<file path="src/hdl/rhlp_pkg.sv">
package rhlp_pkg;

  // Field widths of one pixel channel and of one palette byte.
  localparam int CH_W      = 8;
  localparam int CODE_W    = 8;

  // Hue datapath widths: the numerator stays below 6*255, and the
  // dividend is eight times the numerator.
  localparam int NUM_W     = 11;
  localparam int REM_W     = 14;
  localparam int DEN_W     = 10;
  localparam int HUE_W     = 4;
  localparam int DIV_STEPS = 4;

  // Lightness: sum of max and min, and its index 0..16.
  localparam int SUM_W     = 9;
  localparam int LIGHT_W   = 5;
  localparam int LIGHT_DEN = 255;

  // floor(8*sum/255) for sum up to 510. The first guess is x>>8; the
  // remainder x - 255*guess then stays below twice the divisor, so one
  // compare and increment finishes it.
  function automatic logic [LIGHT_W-1:0] light_index(input logic [SUM_W-1:0] sum);
    logic [SUM_W+2:0]   x;
    logic [LIGHT_W-1:0] q;
    logic [8:0]         rem;
    x   = {sum, 3'b000};
    q   = {1'b0, x[SUM_W+2:8]};
    rem = {1'b0, x[7:0]} + {5'b00000, q[3:0]};
    if (rem >= 9'(LIGHT_DEN)) begin
      q = q + 5'd1;
    end
    return q;
  endfunction

endpackage

</file>
<file path="src/hdl/rgb_to_hue_luma_palette_unit.sv">
// Throughput: one pixel per cycle while out_ready stays high; each of
// the 5 stages holds one beat, and the hue quotient is formed one bit
// per stage over 4 stages. Bubbles collapse: a stage takes a new beat
// whenever it is empty or its successor moves. Synchronous active-low
// reset clears the stage valid bits only; datapath registers are not
// reset.
module rgb_to_hue_luma_palette_unit (
  input  logic                         clk,
  input  logic                         rst_n,
  input  logic                         in_valid,
  output logic                         in_ready,
  input  logic [rhlp_pkg::CH_W-1:0]    in_red,
  input  logic [rhlp_pkg::CH_W-1:0]    in_green,
  input  logic [rhlp_pkg::CH_W-1:0]    in_blue,
  output logic                         out_valid,
  input  logic                         out_ready,
  output logic [rhlp_pkg::CODE_W-1:0]  out_palette_code
);

  localparam int LAST = rhlp_pkg::DIV_STEPS;

  // Per-stage registers; stage 0 holds the dividend and divisor, stages
  // 1..LAST each add one quotient bit.
  logic                          v_r     [0:LAST];
  logic                          gray_r  [0:LAST];
  logic [rhlp_pkg::REM_W-1:0]    rem_r   [0:LAST];
  logic [rhlp_pkg::DEN_W-1:0]    den_r   [0:LAST];
  logic [rhlp_pkg::HUE_W-1:0]    q_r     [0:LAST];
  logic [rhlp_pkg::LIGHT_W-1:0]  light_r [1:LAST];
  logic [rhlp_pkg::SUM_W-1:0]    sum_r;
  logic [rhlp_pkg::CODE_W-1:0]   code_r;
  logic                          en      [0:LAST];

  // Stage enables: a stage loads when it is empty or its beat moves on.
  always_comb begin
    en[LAST] = !v_r[LAST] || out_ready;
    for (int k = LAST - 1; k >= 0; k--) begin
      en[k] = !v_r[k] || en[k+1];
    end
  end

  assign in_ready         = en[0];
  assign out_valid        = v_r[LAST];
  assign out_palette_code = code_r;

  // Stage 0: max, min, sector numerator and the divisor 3*d.
  logic                         r_max;
  logic                         g_max;
  logic [rhlp_pkg::CH_W-1:0]    mx;
  logic [rhlp_pkg::CH_W-1:0]    mn;
  logic [rhlp_pkg::NUM_W-1:0]   d_ext;
  logic [rhlp_pkg::NUM_W-1:0]   r_ext;
  logic [rhlp_pkg::NUM_W-1:0]   g_ext;
  logic [rhlp_pkg::NUM_W-1:0]   b_ext;
  logic [rhlp_pkg::NUM_W-1:0]   num;
  logic [rhlp_pkg::DEN_W-1:0]   den_nxt;

  always_comb begin
    r_max = (in_red >= in_green) && (in_red >= in_blue);
    g_max = !r_max && (in_green >= in_blue);
    if (r_max) begin
      mx = in_red;
    end else if (g_max) begin
      mx = in_green;
    end else begin
      mx = in_blue;
    end
    mn = in_red;
    if (in_green < mn) begin
      mn = in_green;
    end
    if (in_blue < mn) begin
      mn = in_blue;
    end
    d_ext = rhlp_pkg::NUM_W'(mx - mn);
    r_ext = rhlp_pkg::NUM_W'(in_red);
    g_ext = rhlp_pkg::NUM_W'(in_green);
    b_ext = rhlp_pkg::NUM_W'(in_blue);
    // Sector offsets keep every numerator non-negative.
    if (r_max) begin
      if (in_green >= in_blue) begin
        num = g_ext - b_ext;
      end else begin
        num = 3'd6 * d_ext + g_ext - b_ext;
      end
    end else if (g_max) begin
      num = {d_ext[rhlp_pkg::NUM_W-2:0], 1'b0} + b_ext - r_ext;
    end else begin
      num = {d_ext[rhlp_pkg::NUM_W-3:0], 2'b00} + r_ext - g_ext;
    end
    den_nxt = rhlp_pkg::DEN_W'({d_ext, 1'b0} + d_ext);
  end

  always_ff @(posedge clk) begin
    if (!rst_n) begin
      v_r[0] <= 1'b0;
    end else if (en[0]) begin
      v_r[0] <= in_valid;
    end
  end

  always_ff @(posedge clk) begin
    if (en[0]) begin
      rem_r[0]  <= {num, 3'b000};
      den_r[0]  <= den_nxt;
      gray_r[0] <= (mx == mn);
      q_r[0]    <= '0;
      sum_r     <= rhlp_pkg::SUM_W'(mx) + rhlp_pkg::SUM_W'(mn);
    end
  end

  // Stages 1..LAST: restoring division, one quotient bit per stage,
  // most significant bit first.
  for (genvar k = 1; k <= LAST; k++) begin : g_div
    localparam int SH = LAST - k;

    logic [rhlp_pkg::REM_W-1:0]   trial;
    logic                         qbit;
    logic [rhlp_pkg::HUE_W-1:0]   q_nxt;

    always_comb begin
      trial = rhlp_pkg::REM_W'(den_r[k-1]) << SH;
      qbit  = (rem_r[k-1] >= trial);
      q_nxt = q_r[k-1] | (rhlp_pkg::HUE_W'(qbit) << SH);
    end

    always_ff @(posedge clk) begin
      if (!rst_n) begin
        v_r[k] <= 1'b0;
      end else if (en[k]) begin
        v_r[k] <= v_r[k-1];
      end
    end

    always_ff @(posedge clk) begin
      if (en[k]) begin
        rem_r[k]  <= qbit ? (rem_r[k-1] - trial) : rem_r[k-1];
        den_r[k]  <= den_r[k-1];
        gray_r[k] <= gray_r[k-1];
        q_r[k]    <= q_nxt;
      end
    end

    // Lightness is formed in the first divider stage and rides along.
    if (k == 1) begin : g_light
      always_ff @(posedge clk) begin
        if (en[k]) begin
          light_r[k] <= rhlp_pkg::light_index(sum_r);
        end
      end
    end else begin : g_light_carry
      always_ff @(posedge clk) begin
        if (en[k]) begin
          light_r[k] <= light_r[k-1];
        end
      end
    end

    // The last stage also packs the palette byte; gray forces hue zero.
    if (k == LAST) begin : g_code
      always_ff @(posedge clk) begin
        if (en[k]) begin
          code_r <= ({(gray_r[k-1] ? {rhlp_pkg::HUE_W{1'b0}} : q_nxt), 4'b0000}) |
                    rhlp_pkg::CODE_W'(light_r[k-1]);
        end
      end
    end
  end

`ifndef SYNTH
  // The dividend entering the divider always yields a 4-bit quotient.
  a_quot_fits: assert property (@(posedge clk) disable iff (!rst_n)
    (v_r[0] && !gray_r[0]) |->
      (rem_r[0] < (rhlp_pkg::REM_W'(den_r[0]) << rhlp_pkg::DIV_STEPS)))
    else $error("hue dividend exceeds 16 times divisor");

  // After the last step the remainder is below the divisor.
  a_rem_done: assert property (@(posedge clk) disable iff (!rst_n)
    (v_r[LAST] && !gray_r[LAST]) |->
      (rem_r[LAST] < rhlp_pkg::REM_W'(den_r[LAST])))
    else $error("divider remainder not reduced");

  // Full lightness only occurs for white, which carries no hue.
  a_white: assert property (@(posedge clk) disable iff (!rst_n)
    (v_r[LAST] && (light_r[LAST] == 5'd16)) |-> gray_r[LAST])
    else $error("lightness 16 on a colored pixel");

  // An accepted beat always lands in stage 0.
  a_accept: assert property (@(posedge clk) disable iff (!rst_n)
    (in_valid && in_ready) |=> v_r[0])
    else $error("accepted beat lost at stage 0");
`endif

endmodule
</file>
<file path="config.mk">
export PLATFORM = sky130hd
export DESIGN_NAME = rgb_to_hue_luma_palette_unit
export DESIGN_NICKNAME = d
export VERILOG_FILES = /design/src/hdl/rhlp_pkg.sv /design/src/hdl/rgb_to_hue_luma_palette_unit.sv
export SDC_FILE = /design/constraint.sdc
export NUM_CORES = 1
export LEC_CHECK = 0
export BUFFER_PORTS_ARGS = -buffer_cell sky130_fd_sc_hd__buf_2
export CORE_MARGIN = 1.5
export CORE_UTILIZATION = 55
export CTS_CLUSTER_DIAMETER = 50
export DETAILED_ROUTE_END_ITERATION = 12
export PLACE_DENSITY = 0.69
export SYNTH_ARGS = -nofsm -noshare
export SYNTH_HDL_FRONTEND = slang
export SYNTH_SLANG_ARGS = --single-unit
export TNS_END_PERCENT = 30
</file>
<file path="constraint.sdc">
create_clock -name clk -period 15.67 [get_ports clk]
set_input_delay 0.7835 -clock clk [delete_from_list [all_inputs] [get_ports clk]]
set_output_delay 0.7835 -clock clk [all_outputs]
set_load 0.005 [all_outputs]
</file>
==> results of run 1 <==
==> worst max-delay path by stage <==
stage	depth (start not counted)	endpoint	startpoint	slack, ns
2_1_floorplan	35	rem_r[0][13]$_DFFE_PP_	in_red[1]	7.81
3_3_place_gp	33	rem_r[0][13]$_DFFE_PP_	in_red[1]	7.02
3_5_place_dp	33	rem_r[0][13]$_DFFE_PP_	in_red[1]	6.88
4_1_cts	33	rem_r[0][13]$_DFFE_PP_	in_red[1]	7.31
5_1_grt	32	rem_r[0][13]$_DFFE_PP_	in_red[1]	6.58
6_report	32	rem_r[0][13]$_DFFE_PP_	in_red[1]	7.30
==> Yosys cell counts, types with 4 or more instances <==
cell                       count
sky130_fd_sc_hd__ha_1        136
sky130_fd_sc_hd__inv_1       133
sky130_fd_sc_hd__edfxtp_1    132
sky130_fd_sc_hd__a21oi_1      82
sky130_fd_sc_hd__nor2_1       78
sky130_fd_sc_hd__o21ai_0      63
sky130_fd_sc_hd__nand2_1      58
sky130_fd_sc_hd__xnor2_1      36
sky130_fd_sc_hd__fa_1         30
sky130_fd_sc_hd__nor3_1       30
sky130_fd_sc_hd__a21o_1       26
sky130_fd_sc_hd__nand3_1      25
sky130_fd_sc_hd__nor2b_1      23
sky130_fd_sc_hd__o21a_1       19
sky130_fd_sc_hd__nand2b_1     17
sky130_fd_sc_hd__and3_1       15
sky130_fd_sc_hd__mux2_2       15
sky130_fd_sc_hd__xor2_1       15
sky130_fd_sc_hd__clkbuf_1     14
sky130_fd_sc_hd__nand4_1      12
sky130_fd_sc_hd__or3_1        12
sky130_fd_sc_hd__mux2i_1      10
sky130_fd_sc_hd__and2_1        9
sky130_fd_sc_hd__a211oi_1      8
sky130_fd_sc_hd__a21boi_0      8
sky130_fd_sc_hd__o21bai_1      8
sky130_fd_sc_hd__o31ai_1       8
sky130_fd_sc_hd__o21ai_1       7
sky130_fd_sc_hd__nor4_1        4
==> stage by stage <==
stage | utilization (%) | worst slack (ns)
5_1_grt | 62.2 | 6.58
2_1_floorplan | - | 7.81
3_3_place_gp | 59.1 | 7.02
3_5_place_dp | 59.1 | 6.88
4_1_cts | 62.2 | 7.31
6_report | 62.2 | 7.30
==> registers in the layout, summed over array words and instances (netlist names) <==
register,cells
gray_r,4
den_r,39
sum_r,9
out_palette_code,8
q_r,6
v_r,5
rem_r,47
light_r,15
==> layout make-up <==
type	instances	area share, %
clock buffers	17	3.61
flip-flops and latches	133	33.8
repair buffers	43	1.95
inverters	135	4.30
multi-input cells	803	52.2
well taps	260	2.76
clock inverters	15	1.40
==> critical path: cells and delay by family <==
family                     cells  cell delay (ns)
adders and majority gates      7             2.63
AOI/OAI and AO/OA             15             3.12
and+or+nand+nor                4             0.91
xor gates and xnor gates       2             0.65
buffers and inverters          4             0.45
==> cell families after synthesis <==
group	after synthesis	synth area share, %
flip-flops	133	37.0
buffers and inverters	159	5.79
AND/OR/NAND/NOR	299	13.9
adder cells (fa/ha/maj)	167	21.5
AO/OA/AOI/OAI	260	15.0
multiplexers	25	2.50
XOR/XNOR	52	4.36
==> layer usage <==
| metal | vias up | routed length (um) | global-route usage [%] |
|---|---|---|---|
| met5 | - | 0 | 0 |
| met4 | 0 | 591 | 8.68 |
| met3 | 41 | 746 | 3.19 |
| met2 | 179 | 12000 | 44.9 |
| met1 | 3721 | 9880 | 28.2 |
| li1 | 3961 | - | - |
==> key figures, run 1 <==
Outcome
  • Status: finished clean

Placed design
  • Buffers added on ports: 37
  • Detailed placement HPWL: 18,800 um
  • # placed instances: 1,374
  • Final weighted congestion in routability-driven placement: 0.918
  • Placed standard-cell area: 11,200 um2

Clock network
  • Cell chosen for the clock root: sky130_fd_sc_hd__clkbuf_16
  • Clock latency on the worst-skew pair: 0.42 ns
  • Clock Path Buffers: 2
  • CTS-repair resized insts: 0
  • Clock slew seen by the registers of the worst setup and hold paths: 0.06 ns
  • CTS Hold Buffers Added: 0
  • Clock sink count: 133
  • TritonCTS clock tree: yes
  • H-tree level count: 4
  • Num CTS Buffers: 17
  • Number of setup buffers added after CTS: 0

Synthesis
  • Most instantiated flip-flop cell in the synthesis netlist: sky130_fd_sc_hd__edfxtp_1
  • Top post-synthesis cells by area: sky130_fd_sc_hd__edfxtp_1 37%, sky130_fd_sc_hd__ha_1 16%, sky130_fd_sc_hd__fa_1 5.6%
  • Register area share after synthesis: 37.0%
  • Number of instances in the synthesized netlist: 1,095
  • Number of enable flip-flop cells after synthesis: 132
  • Area of the mapped netlist: 10,800 um2
  • Cell accounting for the most synthesized area: sky130_fd_sc_hd__edfxtp_1
  • Synthesized netlist net count: 1,289
  • Synthesized area divided by synthesized cell count: 9.83 um2
  • Post-synth top area share: 36.8%
  • Synth Warn #: 0
  • Fraction of registers with async set/reset: 0%
  • Post-synthesis sequential element count: 133
  • Post-synthesis cell type count: 69

Setup path
  • Type of element capturing the critical path: flop
  • Worst r2r path cells: 11
  • Critical-path maximum fanout: 10
  • Critical Setup Path Class: in2reg
  • Required time of the critical path: 15.84 ns
  • Most common cell on crit path: sky130_fd_sc_hd__a21oi_1
  • Largest stage delay on the critical path: 0.57 ns
  • Register-to-register path setup slack: 12.18 ns
  • Slowest cell on the critical path: sky130_fd_sc_hd__fa_1
  • Source of the worst register-to-register timing path: den_r[0][21]$_DFFE_PP_
  • Arrival time of data at the critical path endpoint: 8.54 ns
  • Worst Setup Start Kind: primary input
  • Capture instance of the worst register-to-register path: rem_r[0][50]$_DFFE_PP_

Global route
  • All-Layer GR Usage: 24.1%
  • Wire length of the first global-routing pass: 38,200 um
  • Initial antenna violation count: 0
  • Total overflow reported by the global router: 0
  • Pin count of the biggest net entering global routing: 39
  • Number of global-route vias before repair: 7,927

Die
  • Number of placement rows: 50
  • Die H: 143 um
  • Core box area: 19,000 um2
  • Die Wd: 143 um
  • Io pins: 38
  • Starting Density: 56.8%
  • Area of the die: 20,400 um2

Worst hold path
  • Hold Crit Start: light_r[0][14]$_DFFE_PP_
  • Hold Path End: light_r[0][19]$_DFFE_PP_
  • Worst hold path class: reg2reg
  • Number of cells on the worst hold path: 0

Layout
  • Layout overhead on the synthesized area: 9.63%
  • Ratio of cells with drive above 1 in the final layout: 8.81%
  • Footprint of the multi-input gates: 6160 um2
  • Final Net Count: 1,327
  • Fill cell instance count of the final layout: 1,637
  • Design Area, Final: 11,800 um2
  • Most common cell after layout, fill and taps aside: sky130_fd_sc_hd__ha_1
  • Most used cells in the layout excluding fill and tap cells: 136 x sky130_fd_sc_hd__ha_1, 133 x sky130_fd_sc_hd__inv_1, 132 x sky130_fd_sc_hd__edfxtp_1, 82 x sky130_fd_sc_hd__a21oi_1, 78 x sky130_fd_sc_hd__nor2_1
  • Ant. Diodes: 0
  • Fin cells: 1,406
  • Flip-flop and latch area: 3980 um2

Detailed routing
  • Router iterations before antenna repair: 7
  • Routed via count divided by cell count: 5.62
  • Via count: 7,902
  • Post-route DRC violation count: 0
  • Post-detailed-route wirelength per cell: 16.5 um
  • Post-Route WL: 23,200 um
  • Post-route antenna net violation count: 0
  • Number of DRC markers after the initial detailed-route iteration: 339

Run
  • Max-capacitance violation count: 0

Timing
  • Worst clock skew: 0.00824 ns
  • Final worst hold slack: 0.413 ns
  • Number of hold violations in the final report: 0
  • Aggregate negative setup slack: 0 ns
  • Worst Max-Slew Pin Slew: 1.18 ns
  • Setup repair after global routing missed its margin: no
  • Final Slew Violations: 0
  • Final worst path period need: 8.37 ns
  • Final number of setup-violating endpoints: 0
  • Fmax: 119 MHz
  • Final Cycle Share: 53.4%
  • Worst slew slack as a fraction of its limit: 20.8%
Power of run 1 is left out: the tool's default activity adds up to more than one toggle a clock period on the data nets, which glitch-free logic cannot reach.
==> inputs of run 2 (changes only) <==
--- a/config.mk
+++ b/config.mk
@@ -10,7 +10,7 @@
 export CORE_UTILIZATION = 55
 export CTS_CLUSTER_DIAMETER = 50
 export DETAILED_ROUTE_END_ITERATION = 12
-export PLACE_DENSITY = 0.69
+export PLACE_DENSITY = 0.72
 export SYNTH_ARGS = -nofsm -noshare
 export SYNTH_HDL_FRONTEND = slang
 export SYNTH_SLANG_ARGS = --single-unit
==> constraint.sdc (replaced) <==
create_clock -name clk -period 7.1 [get_ports clk]
set_input_delay 0.355 -clock clk [delete_from_list [all_inputs] [get_ports clk]]
set_output_delay 0.355 -clock clk [all_outputs]
set_load 0.005 [all_outputs]
==> key figures, run 2 (synthesized netlist as in run 1, its figures left out) <==
Outcome
  • Status: finished clean

Setup path
  • Largest stage delay on the critical path: 0.45 ns (-0.12 ns)
  • Required time of the critical path: 7.26 ns (-8.58 ns)
  • Critical-path maximum fanout: 6 (-4)
  • Slowest cell on the critical path: sky130_fd_sc_hd__fa_1
  • Arrival time of data at the critical path endpoint: 6.93 ns (-1.61 ns)
  • Most common cell on crit path: sky130_fd_sc_hd__a21o_1
  • Worst Setup Start Kind: primary input
  • Critical Setup Path Class: in2reg
  • Type of element capturing the critical path: flop

Global route
  • Total overflow reported by the global router: 0 (unchanged)
  • Initial antenna violation count: 0 (unchanged)
  • Pin count of the biggest net entering global routing: 34 (-13%)
  • All-Layer GR Usage: 24.0% (-0.11 points)
  • Wire length of the first global-routing pass: 38,200 um (unchanged)
  • Number of global-route vias before repair: 8,232 (+3.8%)

Layout
  • Final Net Count: 1,397 (+5.3%)
  • Largest Register: rem_r
  • Largest registers in the final layout: rem_r x47, den_r x39, light_r x15
  • Most used cells in the layout excluding fill and tap cells: 133 x sky130_fd_sc_hd__inv_1, 132 x sky130_fd_sc_hd__ha_1, 132 x sky130_fd_sc_hd__edfxtp_1, 77 x sky130_fd_sc_hd__nor2_1
  • Ratio of cells with drive above 1 in the final layout: 16.1% (+7.3 points)
  • Fin cells: 1,476 (+5.0%)
  • Layout overhead on the synthesized area: 15.9%
  • Number of flip-flops under the largest register name: 47 (unchanged)
  • Most common cell after layout, fill and taps aside: sky130_fd_sc_hd__inv_1
  • Ant. Diodes: 0 (unchanged)

Detailed routing
  • Routed via count divided by cell count: 5.57 (-0.93%)
  • Post-route DRC violation count: 0 (unchanged)
  • Post-detailed-route wirelength per cell: 15.8 um (-4.0%)
  • Number of DRC markers after the initial detailed-route iteration: 311 (-8.3%)
  • Via count: 8,218 (+4.0%)
  • Post-route antenna net violation count: 0 (unchanged)
  • Router iterations before antenna repair: 5 (-2)
  • Post-Route WL: 23,400 um (+0.78%)

Clock network
  • Clock Path Buffers: 2 (unchanged)
  • TritonCTS clock tree: yes
  • Cell chosen for the clock root: sky130_fd_sc_hd__clkbuf_16
  • Clock latency on the worst-skew pair: 0.41 ns (about the same)
  • Num CTS Buffers: 17 (unchanged)
  • Clock slew seen by the registers of the worst setup and hold paths: 0.06 ns (about the same)
  • H-tree level count: 4 (unchanged)
  • Clock sink count: 133 (unchanged)

Die
  • Die H: 143 um (unchanged)
  • Number of placement rows: 50 (unchanged)
  • Area of the die: 20,400 um2 (unchanged)
  • Die Wd: 143 um (unchanged)
  • Core box area: 19,000 um2 (unchanged)
  • Starting Density: 56.8% (unchanged)
  • Io pins: 38 (unchanged)

Placed design
  • Final weighted congestion in routability-driven placement: 0.981 (+6.9%)
  • Buffers added on ports: 37 (unchanged)
  • # placed instances: 1,440 (+4.8%)
  • Detailed placement HPWL: 19,200 um (+2.1%)

Timing
  • Final number of setup-violating endpoints: 0 (unchanged)
  • Final worst hold slack: 0.242 ns (-0.171 ns)
  • Final Cycle Share: 95.2%
  • Number of hold violations in the final report: 0 (unchanged)
  • Fmax: 148 MHz
  • Worst Max-Slew Pin Slew: 1.16 ns (-0.0243 ns)
  • Final worst path period need: 6.76 ns
  • Final Slew Violations: 0 (unchanged)
  • Worst slew slack as a fraction of its limit: 22.7% (+1.9 points)
  • Setup repair after global routing missed its margin: yes
  • Worst clock skew: 0.0123 ns (+0.00406 ns)

Run
  • Max-capacitance violation count: 0 (unchanged)

Worst hold path
  • Worst hold path class: in2reg
==> run 2: what timing repair did <==
action	4_1_cts	5_1_grt
endpoints found under the setup margin	0	5
resized for setup	0	28
hold buffers	0	0
buffers inserted	0	4
==> run 2: cell type report <==
| cell class | count | area, um2 |
|---|---|---|
| well taps | 260 | 325 |
| clock inverters | 15 | 163 |
| fillers | 1510 | 6480 |
| flip-flops and latches | 133 | 3980 |
| inverters | 135 | 507 |
| clock buffers | 17 | 425 |
| repair buffers | 113 | 756 |
| multi-input cells | 803 | 6310 |
==> run 2: path summary, 6_finish.rpt <==
kind                          from                     end  slack [ns]  cells after the start
min                          rst_n          v_r[4]$_DFF_P_        0.24                      2
max                      in_red[5]  rem_r[0][13]$_DFFE_PP_        0.34                     34
min reg2reg    q_r[0][7]$_DFFE_PP_    q_r[0][11]$_DFFE_PP_        0.41                      0
max reg2reg  den_r[0][1]$_DFFE_PP_  rem_r[0][19]$_DFFE_PP_        3.51                     11
==> run 2: routing by layer <==
metal / track usage (%) / share of wire [%] / up-vias
met3: 3.05 / 2.4 / 53
met1: 26.9 / 42 / 3896
li1: - / - / 4114
met2: 45.2 / 52 / 155
met5: 0 / 0 / -
met4: 10.8 / 3.6 / 0
==> run 2: worst max-delay path, delay by kind of cell <==
family / cells / cell delay [ns]
AND/OR/NAND/NOR: 6 / 1.26
XOR/XNOR: 2 / 0.39
adder cells (fa/ha/maj): 6 / 1.88
buffers and inverters: 6 / 0.64
AO/OA/AOI/OAI: 14 / 2.38
==> run 2: per-stage QoR <==
step | worst slack (ns) | utilization (%) | area, um2 | TNS [ns]
3_3_place_gp | 0.0248 | 61.9 | 11700 | 0
6_report | 0.337 | 65.8 | 12500 | 0
4_1_cts | 0.194 | 65.0 | 12300 | 0
3_5_place_dp | -0.197 | 61.9 | 11700 | -0.300
2_1_floorplan | 0.00437 | - | 10800 | 0
5_1_grt | -0.0261 | 65.8 | 12500 | -0.0261
Power of run 2 is left out for the same reason.
==> inputs of run 3 (changes only) <==
==> constraint.sdc (replaced) <==
create_clock -name clk -period 7.1 [get_ports clk]
set_input_delay 0.71 -clock clk [delete_from_list [all_inputs] [get_ports clk]]
set_output_delay 0.71 -clock clk [all_outputs]
set_load 0.005 [all_outputs]
==> key figures, run 3 (synthesized netlist as in run 1, its figures left out) <==
Detailed routing
  • Post-Route WL: 24,600 um (+5.1%)
  • Post-detailed-route wirelength per cell: 15.8 um (about the same)
  • Routed via count divided by cell count: 5.45 (-2.1%)
  • Post-route antenna net violation count: 0 (unchanged)
  • Post-route DRC violation count: 0 (unchanged)
  • Router iterations before antenna repair: 5 (unchanged)
  • Number of DRC markers after the initial detailed-route iteration: 347 (+12%)
  • Via count: 8,451 (+2.8%)

Die
  • Io pins: 38 (unchanged)
  • Starting Density: 56.8% (unchanged)
  • Number of placement rows: 50 (unchanged)
  • Die H: 143 um (unchanged)
  • Core box area: 19,000 um2 (unchanged)
  • Area of the die: 20,400 um2 (unchanged)
  • Die Wd: 143 um (unchanged)

Layout
  • Flip-flop and latch area: 3980 um2 (unchanged)
  • Fill cell instance count of the final layout: 1,442 (-4.5%)
  • Design Area, Final: 13,200 um2 (+6.0%)
  • Ratio of cells with drive above 1 in the final layout: 22.9% (+6.8 points)
  • Final Net Count: 1,472 (+5.4%)
  • Final core utilization: 69.7% (+3.9 points)
  • Most common cell after layout, fill and taps aside: sky130_fd_sc_hd__buf_4
  • Largest registers in the final layout: rem_r x47, den_r x39, light_r x15
  • Footprint of the multi-input gates: 6480 um2 (+2.7%)
  • Ant. Diodes: 0 (unchanged)
  • Largest Register: rem_r
  • Most used cells in the layout excluding fill and tap cells: 151 x sky130_fd_sc_hd__buf_4, 132 x sky130_fd_sc_hd__edfxtp_1, 129 x sky130_fd_sc_hd__inv_1, 124 x sky130_fd_sc_hd__ha_1, 77 x sky130_fd_sc_hd__nor2_1
  • Layout overhead on the synthesized area: 22.9%
  • Number of flip-flops under the largest register name: 47 (unchanged)

Timing
  • Worst slew slack as a fraction of its limit: 20.5% (-2.2 points)
  • Fmax: 146 MHz (-1.4%)
  • Final number of setup-violating endpoints: 0 (unchanged)
  • Worst clock skew: 0.00758 ns (-0.00472 ns)
  • Final Cycle Share: 96.6% (+1.3 points)
  • Worst Max-Slew Pin Slew: 1.19 ns (+0.0327 ns)
  • Final Slew Violations: 0 (unchanged)
  • Number of hold violations in the final report: 0 (unchanged)
  • Aggregate negative setup slack: 0 ns (unchanged)
  • Final worst path period need: 6.86 ns (+0.0931 ns)

Worst hold path
  • Worst hold path class: reg2reg
  • Hold Path End: light_r[0][19]$_DFFE_PP_
  • Number of cells on the worst hold path: 0 (-2)
  • Hold Crit Start: light_r[0][14]$_DFFE_PP_

Outcome
  • Status: finished clean

Clock network
  • Clock Path Buffers: 2 (unchanged)
  • Cell chosen for the clock root: sky130_fd_sc_hd__clkbuf_16
  • TritonCTS clock tree: yes
  • CTS Hold Buffers Added: 0 (unchanged)
  • Clock slew seen by the registers of the worst setup and hold paths: 0.06 ns (about the same)
  • H-tree level count: 4 (unchanged)
  • Clock sink count: 133 (unchanged)
  • Clock latency on the worst-skew pair: 0.42 ns (about the same)
  • Num CTS Buffers: 17 (unchanged)

Run
  • Max-capacitance violation count: 0 (unchanged)

Global route
  • Number of global-route vias before repair: 8,451 (+2.7%)
  • Pin count of the biggest net entering global routing: 34 (unchanged)
  • Wire length of the first global-routing pass: 39,200 um (+2.6%)
  • Total overflow reported by the global router: 0 (unchanged)
  • Initial antenna violation count: 0 (unchanged)
  • All-Layer GR Usage: 24.9% (+0.87 points)

Setup path
  • Required time of the critical path: 7.26 ns (about the same)
  • Largest stage delay on the critical path: 0.56 ns (+0.11 ns)
  • Critical-path maximum fanout: 6 (unchanged)
  • Capture instance of the worst register-to-register path: rem_r[0][25]$_DFFE_PP_
  • Source of the worst register-to-register timing path: den_r[0][1]$_DFFE_PP_
  • Arrival time of data at the critical path endpoint: 7.02 ns (+0.09 ns)
  • Register-to-register path setup slack: 3.45 ns (-0.06 ns)
  • Critical Setup Path Class: in2reg
  • Worst r2r path cells: 11 (unchanged)
  • Slowest cell on the critical path: sky130_fd_sc_hd__fa_1
  • Worst Setup Start Kind: primary input
  • Type of element capturing the critical path: flop

Placed design
  • Detailed placement HPWL: 20,100 um (+4.8%)
  • Final weighted congestion in routability-driven placement: 0.957 (-2.4%)
  • Buffers added on ports: 37 (unchanged)
  • Placed standard-cell area: 12,400 um2 (+5.4%)
## run 3: worst max-delay path by stage
stage | from | endpoint | slack, ns | cells past startpoint
after floorplan | in_red[1] | rem_r[0][13]$_DFFE_PP_ | -0.15 | 35
after global placement | in_red[1] | rem_r[0][13]$_DFFE_PP_ | -0.21 | 34
after detailed placement | in_red[1] | rem_r[0][13]$_DFFE_PP_ | -0.40 | 34
after CTS | in_red[1] | rem_r[0][13]$_DFFE_PP_ | 0.01 | 34
after global routing | in_red[1] | rem_r[0][13]$_DFFE_PP_ | -0.03 | 35
final | in_red[1] | rem_r[0][13]$_DFFE_PP_ | 0.24 | 35
## run 3: stage by stage
step	instances	worst slack (ns)	hold slack, ns
after global placement	1513	-0.215	0.401
after CTS	1545	0.0148	0.415
after floorplan	1095	-0.147	0.400
after global routing	1551	-0.0318	0.423
final	1551	0.244	0.416
after detailed placement	1513	-0.403	0.405
## run 3: metal layers
metal | wire (um) | part of all wire, % | track usage (%)
met2 | 13000 | 53 | 46.9
met1 | 9930 | 40 | 27.4
met5 | 0 | 0 | 0
met4 | 867 | 3.5 | 11.3
met3 | 789 | 3.2 | 3.72
## run 3: repair_timing
action / in CTS / in global routing
buffers inserted: 0 / 6
setup endpoints to repair: 0 / 4
gates resized for setup: 0 / 45
## run 3: area by class of cell
class / count / area share [%]
Timing Repair Buffer: 188 / 10.1
Multi-Input combinational cell: 803 / 49.1
Inverter: 135 / 3.93
Clock buffer: 17 / 3.22
Sequential cell: 133 / 30.1
Clock inverter: 15 / 1.11
Tap cell: 260 / 2.46
## run 3: critical path: cells and delay by family
family	cells	cell delay, ns
fa+ha+maj	8	2.56
xor+xnor	1	0.21
simple gates	4	0.57
compound gates	16	2.41
buf+inv	6	0.52
Power of run 3 is left out for the same reason.
